==> src/rtl/fstc_pkg.sv <==
package fstc_pkg;

  localparam int unsigned SECONDS_PER_MINUTE = 60;

  localparam logic [4:0] SERVO_LOW    = 5'd5;
  localparam logic [4:0] SERVO_HIGH   = 5'd24;
  localparam logic [4:0] SERVO_INIT   = 5'd15;
  localparam logic [6:0] SPEED_STEP   = 7'd20;
  localparam logic [6:0] SPEED_MAX    = 7'd100;
  localparam logic [7:0] THRESH_INIT  = 8'd25;
  localparam logic [6:0] TEMP_SCALE   = 7'd100;
  localparam logic [6:0] SEC_LIMIT    = 7'(SECONDS_PER_MINUTE);

  typedef enum logic [1:0] {
    REQ_SWEEP  = 2'd0,
    REQ_SECOND = 2'd1,
    REQ_VOICE  = 2'd2,
    REQ_REMOTE = 2'd3
  } req_type_t;

  typedef enum logic [2:0] {
    VC_NONE   = 3'd0,
    VC_ON     = 3'd1,
    VC_OFF    = 3'd2,
    VC_FASTER = 3'd3,
    VC_SLOWER = 3'd4,
    VC_SWEEP  = 3'd5,
    VC_FIXED  = 3'd6,
    VC_RSVD   = 3'd7
  } voice_cmd_t;

  typedef enum logic [2:0] {
    RK_NONE   = 3'd0,
    RK_SWEEP  = 3'd1,
    RK_FAN    = 3'd2,
    RK_SPEED  = 3'd3,
    RK_MINUTE = 3'd4,
    RK_TIMER  = 3'd5,
    RK_RSVD6  = 3'd6,
    RK_RSVD7  = 3'd7
  } remote_kind_t;

  typedef struct packed {
    logic [1:0] req_type;
    logic [2:0] cmd_code;
    logic [2:0] remote_kind;
    logic [7:0] value_a;
    logic [7:0] value_b;
    logic [7:0] temp_whole;
    logic [6:0] temp_frac;
  } item_t;

  typedef struct packed {
    logic [4:0] servo_position;
    logic       sweep_rising;
    logic       sweep_mode;
    logic       fan_on;
    logic [6:0] fan_speed;
    logic [7:0] temp_threshold;
    logic       over_temp;
    logic       timer_on;
    logic [7:0] minutes_left;
    logic [5:0] second_count;
    logic       report_pending;
  } state_t;

  typedef struct packed {
    logic [4:0] servo_compare;
    logic [7:0] fan_compare;
    logic       fan_running;
    logic       sweep_enabled;
    logic [7:0] minutes_remaining;
    logic       auto_on_event;
    logic       report_event;
  } result_t;

endpackage

==> src/rtl/fstc_step.sv <==
module fstc_step (
  input  fstc_pkg::state_t  st,
  input  fstc_pkg::item_t   item,
  output fstc_pkg::state_t  st_nxt,
  output fstc_pkg::result_t res
);
  import fstc_pkg::*;

  logic [14:0] temp_c;
  logic [14:0] thresh_c;
  logic [6:0]  sec_inc;
  logic [7:0]  speed_up;
  logic        auto_on;
  logic        report;
  state_t      s;

  assign temp_c   = 15'(item.temp_whole) * 15'(TEMP_SCALE) + 15'(item.temp_frac);
  assign thresh_c = 15'(st.temp_threshold) * 15'(TEMP_SCALE);
  assign sec_inc  = {1'b0, st.second_count} + 7'd1;
  assign speed_up = {1'b0, st.fan_speed} + {1'b0, SPEED_STEP};

  always_comb begin
    s       = st;
    auto_on = 1'b0;
    report  = 1'b0;
    unique case (req_type_t'(item.req_type))
      REQ_SWEEP: begin
        if (st.sweep_mode) begin
          if (!st.sweep_rising && st.servo_position > SERVO_LOW) begin
            s.servo_position = st.servo_position - 5'd1;
            if (st.servo_position - 5'd1 == SERVO_LOW) s.sweep_rising = 1'b1;
          end else if (st.sweep_rising && st.servo_position < SERVO_HIGH) begin
            s.servo_position = st.servo_position + 5'd1;
            if (st.servo_position + 5'd1 == SERVO_HIGH) s.sweep_rising = 1'b0;
          end
        end
      end
      REQ_SECOND: begin
        if (temp_c > thresh_c) begin
          s.over_temp = 1'b1;
          auto_on     = !st.over_temp;
        end else begin
          s.over_temp = 1'b0;
        end
        if (st.timer_on) begin
          if (sec_inc >= SEC_LIMIT) begin
            s.second_count = '0;
            if (st.minutes_left != 8'd0) s.minutes_left = st.minutes_left - 8'd1;
          end else begin
            s.second_count = sec_inc[5:0];
          end
        end
        // timed auto-off uses the minute count after the countdown
        if (st.fan_on && st.timer_on && s.minutes_left == 8'd0) begin
          s.fan_on     = 1'b0;
          s.timer_on   = 1'b0;
          s.sweep_mode = 1'b0;
        end
        report           = st.report_pending;
        s.report_pending = 1'b0;
      end
      REQ_VOICE: begin
        unique case (voice_cmd_t'(item.cmd_code))
          VC_ON:     s.fan_on = 1'b1;
          VC_OFF: begin
            s.fan_on     = 1'b0;
            s.sweep_mode = 1'b0;
          end
          VC_FASTER: s.fan_speed = (speed_up > {1'b0, SPEED_MAX}) ? SPEED_MAX
                                                                  : speed_up[6:0];
          VC_SLOWER: s.fan_speed = (st.fan_speed > SPEED_STEP)
                                   ? st.fan_speed - SPEED_STEP : 7'd0;
          VC_SWEEP:  s.sweep_mode = 1'b1;
          VC_FIXED:  s.sweep_mode = 1'b0;
          default: ;
        endcase
      end
      REQ_REMOTE: begin
        unique case (remote_kind_t'(item.remote_kind))
          RK_SWEEP: s.sweep_mode = (item.value_a == 8'd1);
          RK_FAN: begin
            s.fan_on         = (item.value_a == 8'd1);
            s.sweep_mode     = 1'b0;
            s.report_pending = 1'b1;
          end
          RK_SPEED: begin
            s.fan_speed      = (item.value_a > {1'b0, SPEED_MAX}) ? SPEED_MAX
                                                                  : item.value_a[6:0];
            s.temp_threshold = item.value_b;
            s.report_pending = 1'b1;
          end
          RK_MINUTE: begin
            s.minutes_left   = item.value_a;
            s.report_pending = 1'b1;
          end
          RK_TIMER: begin
            s.timer_on       = (item.value_a != 8'd0);
            s.second_count   = '0;
            s.report_pending = 1'b1;
          end
          default: ;
        endcase
      end
      default: ;
    endcase
  end

  assign st_nxt = s;

  always_comb begin
    res.servo_compare     = s.servo_position;
    res.fan_compare       = s.fan_on ? {s.fan_speed, 1'b0} : 8'd0;
    res.fan_running       = s.fan_on;
    res.sweep_enabled     = s.sweep_mode;
    res.minutes_remaining = s.minutes_left;
    res.auto_on_event     = auto_on;
    res.report_event      = report;
  end

endmodule

==> src/rtl/fan_sweep_timer_controller_top.sv <==
// An accepted input transaction passes through the input register, then the result
// register, before its result is valid.
// Throughput: one transaction per cycle while out_ready stays high; the single-pass step
// logic updates the controller state in the same cycle the result register loads.
// Reset (rst_n low, synchronous): pipeline emptied, servo at 15, threshold 25,
// all other controller state cleared.
module fan_sweep_timer_controller_top (
  input  logic       clk,
  input  logic       rst_n,
  input  logic       in_valid,
  output logic       in_ready,
  input  logic [1:0] in_req_type,
  input  logic [2:0] in_cmd_code,
  input  logic [2:0] in_remote_kind,
  input  logic [7:0] in_value_a,
  input  logic [7:0] in_value_b,
  input  logic [7:0] in_temp_whole,
  input  logic [6:0] in_temp_frac,
  output logic       out_valid,
  input  logic       out_ready,
  output logic [4:0] out_servo_compare,
  output logic [7:0] out_fan_compare,
  output logic       out_fan_running,
  output logic       out_sweep_enabled,
  output logic [7:0] out_minutes_remaining,
  output logic       out_auto_on_event,
  output logic       out_report_event
);
  import fstc_pkg::*;

  item_t   item_r;
  logic    item_valid_r;
  logic    item_valid_nxt;
  state_t  st_r;
  state_t  st_nxt;
  result_t res_nxt;
  result_t res_r;
  logic    out_valid_r;
  logic    out_valid_nxt;
  logic    in_xfer;
  logic    adv;

  assign adv      = item_valid_r && (!out_valid_r || out_ready);
  assign in_ready = !item_valid_r || !out_valid_r || out_ready;
  assign in_xfer  = in_valid && in_ready;

  assign item_valid_nxt = in_xfer ? 1'b1 : (adv ? 1'b0 : item_valid_r);
  assign out_valid_nxt  = adv ? 1'b1 : (out_ready ? 1'b0 : out_valid_r);

  always_ff @(posedge clk) begin
    if (in_xfer) begin
      item_r.req_type    <= in_req_type;
      item_r.cmd_code    <= in_cmd_code;
      item_r.remote_kind <= in_remote_kind;
      item_r.value_a     <= in_value_a;
      item_r.value_b     <= in_value_b;
      item_r.temp_whole  <= in_temp_whole;
      item_r.temp_frac   <= in_temp_frac;
    end
    if (adv) begin
      res_r <= res_nxt;
    end
  end

  always_ff @(posedge clk) begin
    if (!rst_n) begin
      item_valid_r <= 1'b0;
      out_valid_r  <= 1'b0;
      st_r         <= '{servo_position: SERVO_INIT, temp_threshold: THRESH_INIT,
                        default: '0};
    end else begin
      item_valid_r <= item_valid_nxt;
      out_valid_r  <= out_valid_nxt;
      if (adv) begin
        st_r <= st_nxt;
      end
    end
  end

  fstc_step u_step (
    .st     (st_r),
    .item   (item_r),
    .st_nxt (st_nxt),
    .res    (res_nxt)
  );

  assign out_valid             = out_valid_r;
  assign out_servo_compare     = res_r.servo_compare;
  assign out_fan_compare       = res_r.fan_compare;
  assign out_fan_running       = res_r.fan_running;
  assign out_sweep_enabled     = res_r.sweep_enabled;
  assign out_minutes_remaining = res_r.minutes_remaining;
  assign out_auto_on_event     = res_r.auto_on_event;
  assign out_report_event      = res_r.report_event;

`ifndef SYNTHESIS
  // servo never leaves its sweep range
  a_servo_range: assert property (@(posedge clk) disable iff (!rst_n)
    out_valid |-> (out_servo_compare >= SERVO_LOW && out_servo_compare <= SERVO_HIGH))
    else $error("servo compare out of range");

  a_fan_cmp_max: assert property (@(posedge clk) disable iff (!rst_n)
    out_valid |-> (out_fan_compare <= {SPEED_MAX, 1'b0}))
    else $error("fan compare above full speed");

  // events come only from a second tick
  a_event_src: assert property (@(posedge clk) disable iff (!rst_n)
    (adv && item_r.req_type != REQ_SECOND) |=> (!out_auto_on_event && !out_report_event))
    else $error("event flag on a non-second transaction");

  a_report_src: assert property (@(posedge clk) disable iff (!rst_n)
    (adv && !st_r.report_pending) |=> !out_report_event)
    else $error("report without pending request");
`endif

endmodule

==> config.mk <==
export PLATFORM = sky130hd
export DESIGN_NAME = fan_sweep_timer_controller_top
export DESIGN_NICKNAME = d
export VERILOG_FILES = /design/src/rtl/fstc_pkg.sv /design/src/rtl/fstc_step.sv /design/src/rtl/fan_sweep_timer_controller_top.sv
export SDC_FILE = /design/constraint.sdc
export NUM_CORES = 1
export LEC_CHECK = 0
export BUFFER_PORTS_ARGS = -buffer_cell sky130_fd_sc_hd__clkbuf_2
export CAP_MARGIN = 20
export CORE_UTILIZATION = 53
export DETAILED_ROUTE_END_ITERATION = 12
export GPL_TIMING_DRIVEN = 0
export PLACE_DENSITY = 0.72
export SLEW_MARGIN = 20
export SYNTH_ARGS = -nofsm -noshare
export SYNTH_HDL_FRONTEND = slang
export SYNTH_HIERARCHICAL = 1
export SYNTH_SLANG_ARGS = --single-unit
==> constraint.sdc <==
create_clock -name clk -period 5.4 [get_ports clk]
set_clock_uncertainty 0.15 [all_clocks]
set_input_delay 0.27 -clock clk [delete_from_list [all_inputs] [get_ports clk]]
set_output_delay 0.27 -clock clk [all_outputs]
set_load 0.1 [all_outputs]
**Word-level counts from Yosys, hierarchy flattened**

Index checks and enable logic that the tools add are counted.
Widths: inputs -> output; s select.

- Bits in registers: 106
- Latch bits: 0
- Bits in writable memories: 0
- Memory bits (read-only): 0
- Output and inout bits: 27
- Word-level logic and storage cells: 131
- Memories kept: 0

- $add $sub $neg: 7
- Multipliers: 2
- Div/mod/pow operators: 0
- Order comparisons: 7
- Equality and inequality tests: 22
- Shift-type cells: 0
- Muxes and demuxes: 34
- Bitwise logic cells: 0
- Reduce and logical (&&, ||, !) cells: 31

Operators with widths:

| kind | count |
|---|---|
| $mux 6 | 6 |
| $pmux 16 s2 | 1 |
| $mux 14 | 2 |
| $pmux 7 s2 | 2 |
| $mul 8x5->13 const B | 2 |
| $mux 8 | 3 |
| $mux 7 | 3 |
| $gt 8x7->1 const B | 2 |
| $reduce_bool 8->1 | 2 |
| $add 15x7->15 | 1 |
| $eq 3x3->1 const B | 5 |
| $gt 15x15->1 | 1 |
| $mux 15 | 1 |
| $eq 3x2->1 const B | 4 |
| $mux 1 | 11 |
| $reduce_bool 2->1 | 5 |
| $add 7x5->8 const B | 1 |
| $eq 8x1->1 const B | 1 |
| $logic_not 8->1 | 1 |
| $ne 2x2->1 const B | 4 |
| $reduce_and 4->1 | 2 |
| $sub 8x1->8 const B | 1 |
| $add 6x1->7 const B | 1 |
| $ge 7x6->1 const B | 1 |
| 24 further kinds | 40 |

**Logic depth before layout (Yosys ltp)**

Gate-level depths: netlist of the first run.

- Depth after elaboration: 9
- Gate-level depth with buffers: 21

**Hierarchy**

Netlist of the first run, hierarchy kept.

By module, submodules not included:

| module | instances | cells an instance | area each (um2) | seq. area each (um2) |
|---|---|---|---|---|
| fstc_step | 1 | 578 | 4082.7 | 0.0 |
| fan_sweep_timer_controller_top | 1 | 248 | 3648.5 | 2762.6 |

**Worst setup path after synthesis of the first run**

OpenSTA, ideal clock, no wires.

- Kind: flip-flop to flip-flop
- Start point: register item_r[8] in the netlist's numbering
- End point: register res_r (netlist bit out_auto_on_event), data pin
- Library setup time: 0.251 ns
- Data arrival time: 4.265 ns
- Required time: 4.999 ns
- Path slack: 0.734 ns
- Stages on the path, launching flop included: 17
- Path buffers: 1
- Clock period less this slack: 4.666 ns
- Cell sequence: edfxtp_1 ha_1 ha_1 ha_1 fa_1 a211oi_1 o21bai_1 a21oi_1 xnor2_1 inv_1 or4_1 xor2_1 ha_1 nand4_1 o41ai_1 a211oi_1 buf_4

- Longest elaborated chain between the ends: 4

RTL lines:

| what | line | text |
|---|---|---|
| from (decl) | fan_sweep_timer_controller_top.sv:31 | `item_t item_r;` |
| $mul 8x5->13 | fstc_step.sv:17 | `assign temp_c = 15'(item.temp_whole) * 15'(TEMP_SCALE) + 15'(item.temp_frac);` |
| $add 15x7->15 | fstc_step.sv:17 |  |
| $gt 15x15->1 | fstc_step.sv:39 | `if (temp_c > thresh_c) begin` |
| $reduce_and 2->1 (no line) | n/a |  |
| to (signal assigned) | fan_sweep_timer_controller_top.sv:61 | `res_r <= res_nxt;` |
| to (decl) | fan_sweep_timer_controller_top.sv:37 | `result_t res_r;` |

No other way between the ends.
A chain may end at the register's enable or synchronous reset.

**Worst setup path in the final report of the first run**

Same ends and word-level chain as after synthesis.

==> run metrics, run 1 <==
library cells used by synthesis 75; worst-skew pair later-pin latency 0.35 ns; Design Area, Final 9027 um^2; Routed WL per cell 15.52 um; Mapped Cells 826; die width ~120 um; gr usage total 25.08%; Synth top area share 24.86%; Synth Flop Type edfxtp_1; Final Hold Viols 0; Rows 43; sequential fraction of the synthesis area 35.73%; async set or reset register ratio after synthesis 0%; IO buf count 68; GR Overflow Total 0; crit path DAT 4.97 ns; min cycle time layout 4.993 ns; Root Driver clkbuf_16; First DRT Iteration DRCs 550; Initial Util 55.06%; total length of routed wires between 15 and 20 mm; Synth Register Bits 106; top achievable clock speed around 0.2 GHz; Die ar. 15070 um^2; clock sinks 106; GP Congestion 0.9227; share of cells above drive strength 1 15.37%; max-cap violations 0; CP max FO 4; Routed Antenna Nets 0; Clock transition at path regs 0.07 ns; worst-case reg-to-reg path depth 16; Reg area 2763 um^2; fin nets 1082; dpl hpwl 12.57 mm; total power 0.002232 W; status finished, final reports clean; post-synth top area cell edfxtp_1; crit path launch type flip-flop; leak pwr about 4 nW; vias in the first global route 6042; Slew @ Worst Pin 0.8056 ns; pins over their slew limit 0; EDFF count, synth 64; DRT Pass-1 Iters 6; min-delay worst type primary input to flip-flop; DP Area 8325 um^2; CTS tree built; final design utilization 64.29%; Num CTS Buffers 9; DR vias ~6300; Max VDD drop 0.0002501 V; Via density 5.572; I/O pin count 70; Multi-input gate area 4434 um^2; Core ar. 14040 um^2; Final setup viols 0; CP required 5.37 ns; first-pass GRT wire length approximately 29 mm; CTS Buffer Depth 2; period utilization 92.46%; post-route setup TNS 0 ns; filler instances approximately 1200; Ys Warns 6; Mapped Area roughly 7700 um^2; initial antenna violation count 0; Hold Path Depth 3; Area growth syn-to-layout 16.77%; largest net degree at the start of global routing 35; Relative slew margins 45.88%; Crit. End Element flip-flop; antenna diode count 0; Syn Area/Cell 9.360 um^2; die height approximately 120 um; detailed-route DRC error count 0; Mapped Nets between 900 and 1000; Pwr Density 247.2 nW/um^2; H-tree depth 3; top post-synthesis cells by area edfxtp_1 (25%), ha_1 (14%), dfxtp_1 (11%); critical path type flip-flop to flip-flop
synthesized netlist by cell type, drive strengths merged, types with 8 or more instances:
master,n
a21o,9
a21oi,47
a22o,11
buf,30
clkbuf,19
dfxtp,42
edfxtp,64
ha,87
inv,57
mux2i,38
nand2,129
nand3,19
nand4,11
nor2,41
nor2b,15
nor3,11
o21ai,47
o311ai,8
xnor2,20
xor2,10
what timing repair did:
| item | in CTS | in global routing |
|---|---|---|
| buffers inserted | 0 | 0 |
| endpoints found under the hold margin | 39 | 0 |
| resized for setup | 0 | 1 |
| hold buffers | 39 | 0 |
| setup endpoints to repair | 0 | 2 |
metal layers:
layer / vias up / part of all wire, % / global-route usage [%]
li1: 3185 / - / -
met1: 2933 / 45 / 31.84
met3: 15 / 4.8 / 5.019
met2: 163 / 49 / 43.57
met5: - / 0 / 0
met4: 0 / 1.0 / 5.793
kinds of logic (layout without fill, tap and decap cells):
group	count (synthesis)	count (layout)	share of synthesized area [%]
AO/OA/AOI/OAI	180	180	15.16
XOR/XNOR	30	30	3.399
adder cells (fa/ha/maj)	94	94	15.89
buffers and inverters	106	230	7.024
flip-flops	106	106	35.73
multiplexers	41	41	5.357
other	1	1	0.04850
AND/OR/NAND/NOR	268	268	17.38
cells in the final DEF (no fill, tap or decap), types with 38 or more instances in the layout:
cell and instances:
dfxtp_1 42, ha_1 87, dlygate4sd3_1 39, mux2i_1 38, clkbuf_2 70, inv_1 54, nand2_1 129, edfxtp_1 64
o21ai_0 42, a21oi_1 47, nor2_1 40
state kept, by name (all words and copies together) (netlist names):
register / flops
st_r: 40
item_r: 39
out_fan_compare: 8
out_minutes_remaining: 8
out_servo_compare: 5
item_valid_r: 1
out_auto_on_event: 1
out_fan_running: 1
out_report_event: 1
out_sweep_enabled: 1
out_valid: 1
worst paths after layout:
path / from / endpoint / slack (ns)
setup / recovery: item_r[8] / out_auto_on_event / 0.41
hold / removal: in_valid / item_valid_r / 0.02
hold reg to reg: st_r[29] / st_r[29] / 0.31
setup reg to reg: item_r[8] / out_auto_on_event / 0.41
critical path: stages (launching register included):
cell and delay, ns:
edfxtp_1 0.47, ha_1 0.34, ha_1 0.30, ha_1 0.32, fa_1 0.50, a211oi_1 0.25, o21bai_1 0.11, a21oi_1 0.23
xnor2_1 0.19, inv_1 0.10, or4_1 0.52, xor2_1 0.16, ha_1 0.31, nand4_1 0.16, o41ai_2 0.38, a211oi_1 0.11
buf_4 0.15
power by group:
part | leakage [nW] | switching [W] | internal [W]
registers | 0.963 | 0.0000265 | 0.000893
clock network | 0.151 | 0.000308 | 0.000377
logic | 2.81 | 0.000365 | 0.000261
total | 3.92 | 0.000700 | 0.00153
through the flow:
stage,setup WS (ns),hold WS [ns],cells
6_report,0.4071,0.02465,1130
5_1_grt,-0.0004650,0.03519,1130
4_1_cts,0.3054,0.01792,1130
3_5_place_dp,0.3595,0.2967,1075
3_3_place_gp,0.3037,0.2911,1074
2_1_floorplan,0.7342,0.2189,826
cell type report:
class,count,share of cell area [%]
sequential,106,30.60
tap,180,2.495
timing repair buffer,108,8.399
buffer,49,3.645
inverter,57,2.370
clock buffer,11,2.689
multi-input combinational,614,49.12
clock inverter,5,0.6791
(Power assumes the default switching activity.)
==> run 2, diff against run 1 <==
CORE_MARGIN = 3   (was not set)
==> run metrics, run 2 (same netlist as run 1, synthesis figures left out) <==
Root Driver clkbuf_16; max-cap violations 0; Via density about 5.6; Routed Antenna Nets 0; Pint around 0.0015 W; CP max FO 4; Worst setup startpoint item_r[8]; clock sinks 106; placed insts 1075; Rows between 40 and 50; Clock transition at path regs 0.07 ns; Max VDD drop 0.0002346 V; Psw 0.0007021 W; DRT Pass-1 Iters 6; fin nets approximately 1100; CP required 5.38 ns; critical path type flip-flop to flip-flop; Regs by FF count st_r (40), item_r (39); min cycle time layout a little over 5 ns; First DRT Iteration DRCs 587; crit path launch type flip-flop; commonest non-fill, non-tap cells in the layout nand2_1 (129), ha_1 (87), clkbuf_2 (70); sw frac 32.30%; Final Hold Viols 0; crit path DAT 5.01 ns; share of cells above drive strength 1 15.14%; vias in the first global route 6019; Post-CTS Setup Inserts 0; status finished, final reports clean; dpl hpwl 12.37 mm; Slew @ Worst Pin ~0.86 ns; pins over their slew limit 0; CTS Buffer Depth 2; detailed-route DRC error count 0; Logic pwr share ~29%; min-delay worst type primary input to flip-flop; reg2reg start item_r[8]; initial antenna violation count 0; post-route setup TNS 0 ns; top achievable clock speed approximately 0.20 GHz; Worst path most repeated cell ha_1; Pwr Density between 200 and 250 nW/um^2; critical path cell sequence ha_1, ha_1, ha_1, fa_1, a211oi_1, o21bai_1, a21oi_1, xnor2_1, inv_1, or4_1, xor2_1, ha_1, nand4_1, o41ai_2, a211oi_1, buf_4; DR vias 6381; Routed WL per cell 15.22 um; Num CTS Buffers 9; IO buf count 68; non-filler cells in the finished layout 1131; worst path bufs/invs 2; Crit. End Element flip-flop; Relative slew margins 42.31%; largest net degree at the start of global routing 35; Setup WS pre-CTS 0.3156 ns; Final setup viols 0; Die ar. 16070 um^2; leak pwr 3.904 nW; I/O pin count 70; first-pass GRT wire length between 20 and 30 mm; number of flip-flops in the largest register 40; die height 126.8 um; sequential power share 42.3%; max incr delay on CP 0.52 ns; GR Overflow Total 0; clock share of power 28.7%; worst-skew pair later-pin latency 0.36 ns; min-delay src rst_n; Area growth syn-to-layout 16.41%; H-tree depth 3; most common cell after layout, fill and taps aside nand2_1; antenna diode count 0; gr usage total roughly 22%; period utilization 93.19%; die width about 130 um; final design utilization 63.85%; final worst slack 0.3678 ns; unrepaired setup endpoints after global routing no; GP Congestion 0.8967; Initial Util 54.85%; CTS tree built; Largest Register st_r; total length of routed wires around 17 mm; Top delay family on crit path adder cells; slowest stage cell, crit path or4_1; Core ar. 14100 um^2
run 2: changes by cell type in the layout (fill, tap and decap cells not counted), sizes merged:
cell	change
bufinv	-1
clkbuf	+1
clkinv	+1
clkinvlp	+1
dlygate4sd3	+1
inv	-2
run 2: routing by layer:
metal / vias up / global-route usage (%) / part of all wire (%)
met3: 35 / 4.884 / 5.5
met1: 2963 / 28.12 / 45
met4: 0 / 6.057 / 2.1
met2: 193 / 36.86 / 48
li1: 3190 / - / -
met5: - / 0 / 0
run 2: path summary, 6_finish.rpt:
path | end | slack [ns] | cells after the start
hold reg to reg | st_r[29] | 0.32 | 2
hold / removal | st_r[0] | 0.09 | 3
setup reg to reg | out_auto_on_event | 0.37 | 16
setup / recovery | out_auto_on_event | 0.37 | 16
run 2: stage by stage:
stage | total power (W) | area (um^2) | hold WS (ns)
floorplan | 0.001412 | 7731 | 0.2189
global placement | 0.001527 | 8297 | 0.2916
detailed placement | 0.001538 | 8325 | 0.2986
CTS | 0.002188 | 8992 | 0.08237
global route | 0.002307 | 9000 | 0.1182
finish | 0.002173 | 9000 | 0.08903
run 2: final cells by class:
cell class	instances	area (um^2)
flip-flops and latches	106	2763
inverters	57	214.0
well taps	180	225.2
multi-input cells	614	4434
fillers	1198	5096
clock inverters	4	30.03
repair buffers	109	768.2
plain buffers	49	329.1
clock buffers	12	236.5
run 2: worst reg2reg max path: stages, from the launching register on:
cell      delay [ns]
edfxtp_1        0.49
ha_1            0.34
ha_1            0.31
ha_1            0.32
fa_1            0.50
a211oi_1        0.27
o21bai_1        0.11
a21oi_1         0.23
xnor2_1         0.19
inv_1           0.10
or4_1           0.52
xor2_1          0.16
ha_1            0.31
nand4_1         0.15
o41ai_2         0.37
a211oi_1        0.13
buf_4           0.15
run 2: power by group through the flow:
stage	registers, W	clock network [W]	logic [W]
5_1_grt	0.000924	0.000670	0.000713
3_5_place_dp	0.000938	0	0.000600
2_1_floorplan	0.000987	0	0.000425
6_report	0.000920	0.000623	0.000630
3_3_place_gp	0.000938	0	0.000589
4_1_cts	0.000920	0.000641	0.000627
run 2: repair_timing:
item,CTS,global route
resized for setup,0,1
setup endpoints to repair,0,2
hold buffers,40,0
hold endpoints to repair,40,0
==> run 3, diff against run 2 <==
PLACE_DENSITY = 0.76   (was 0.72)
==> run metrics, run 3 (same netlist as run 1, synthesis figures left out) <==
status finished, final reports clean; worst path bufs/invs 2; First DRT Iteration DRCs 478; Num CTS Buffers 9; Crit. End Element flip-flop; Logic pwr share 29.0%; DP Area 8325 um^2; share of cells above drive strength 1 15.37%; Psw 0.0007246 W; clock share of power 29.2%; min cycle time layout 5.072 ns; CTS tree built; detailed-route DRC error count 0; die width between 100 and 150 um; min-delay worst type primary input to flip-flop; I/O pin count 70; total power roughly 0.0022 W; final worst slack 0.3281 ns; hold slack 0.05204 ns; Final Hold Viols 0; total length of routed wires 17.99 mm; CP required between 5 and 6 ns; top achievable clock speed 0.1972 GHz; DR vias ~6400; Clock transition at path regs 0.08 ns; H-tree depth 3; Routed WL per cell 15.92 um; commonest non-fill, non-tap cells in the layout nand2_1 (129), ha_1 (87), clkbuf_2 (70); Max VDD drop ~0.00018 V; filler instances 1163; Area growth syn-to-layout 16.59%; pins over their slew limit 0; Slew @ Worst Pin 0.9527 ns; Setup WS pre-CTS between 0.3 and 0.4 ns; worst-skew pair later-pin latency 0.36 ns; Root Driver clkbuf_16; largest net degree at the start of global routing 35; Largest Register st_r; crit path launch type flip-flop; Relative slew margins 36.00%; Worst path most repeated cell ha_1; final design utilization 63.94%; most common cell after layout, fill and taps aside nand2_1; initial antenna violation count 0; GR Overflow Total 0; number of flip-flops in the largest register 40; vias in the first global route 6142; CTS Buffer Depth 2; Rows 43; GP Congestion approximately 0.94; Via density around 5.7; die height ~130 um; fin nets 1082; clock sinks approximately 110; crit path DAT 5.05 ns; Routed Antenna Nets 0; Die ar. 16070 um^2; Reg area 2763 um^2; max incr delay on CP between 0.5 and 0.6 ns; IO buf count 68; Core ar. between 10000 and 15000 um^2; gr usage total 22.83%; DRT Pass-1 Iters 5; Design Area, Final 9014 um^2; leak pwr 3.911 nW; slowest stage cell, crit path or4_1; Multi-input gate area 4434 um^2; critical path cell sequence ha_1, ha_1, ha_1, fa_1, a211oi_1, o21bai_1, a21oi_1, xnor2_1, inv_1, or4_1, xor2_1, ha_1, nand4_1, o41ai_2, a211oi_1, buf_4; Top delay family on crit path adder cells; Pwr Density between 200 and 250 nW/um^2; CP max FO 4; period utilization 93.92%; sequential power share 41.8%; first-pass GRT wire length 29.81 mm; Initial Util 54.85%; antenna diode count 0; critical path type flip-flop to flip-flop; max-cap violations 0; dpl hpwl between 10 and 15 mm; Pint roughly 0.0015 W; Regs by FF count st_r (40), item_r (39); sw frac 32.91%; Final setup viols 0
[run 3: changes by cell type in the layout (fill, tap and decap cells not counted)]
| cell | delta |
|---|---|
| clkbuf_1 | -3 |
| clkinv_1 | +1 |
| clkinv_2 | -1 |
| clkinv_4 | +2 |
| clkinv_8 | +1 |
| dlygate4sd3_1 | -1 |
| inv_6 | -1 |
| inv_8 | +1 |
[run 3: repair_timing]
action,4_1_cts,5_1_grt
resized for setup,0,1
hold buffers,39,0
setup endpoints to repair,0,1
buffers inserted,0,0
hold endpoints to repair,39,0
[run 3: final timing paths]
| path | slack (ns) | depth (start not counted) | end | from |
|---|---|---|---|---|
| worst max-delay path | 0.33 | 16 | out_auto_on_event | item_r[8] |
| worst max register to register | 0.33 | 16 | out_auto_on_event | item_r[8] |
| worst min-delay path | 0.05 | 3 | item_valid_r | in_valid |
| worst min register to register | 0.32 | 2 | st_r[3] | st_r[3] |
[run 3: tightest hold or removal path: stages]
cell and delay, ns:
clkbuf_2 0.10, a21oi_1 0.04, nor2b_1 0.11
[run 3: per-stage QoR]
step | std cells | TNS, ns
6_report | 1130 | 0
5_1_grt | 1130 | -0.03592
4_1_cts | 1130 | 0
3_5_place_dp | 1075 | 0
3_3_place_gp | 1074 | 0
2_1_floorplan | 826 | 0
[run 3: cell type report]
cell class	count	share of cell area [%]
Timing Repair Buffer	108	8.412
Buffer	49	3.651
Tap cell	180	2.499
Multi-Input combinational cell	614	49.19
Clock buffer	9	2.499
Sequential cell	106	30.65
Inverter	57	2.374
Clock inverter	7	0.7218
[run 3: power by group through the flow]
stage                     Combinational (W)  Clock (W)  Sequential [W]
final                              0.000639   0.000642        0.000920
after global routing               0.000723   0.000682        0.000924
after CTS                          0.000633   0.000651        0.000920
after detailed placement           0.000607          0        0.000938
after global placement             0.000592          0        0.000939
after floorplan                    0.000425          0        0.000987
[run 3: metal layers]
layer	wire length [um]	global-route usage, %	part of all wire [%]
met1	7951	30.21	44
met2	8416	37.30	47
met3	1181	5.095	6.6
met4	435	7.382	2.4
met5	0	0	0
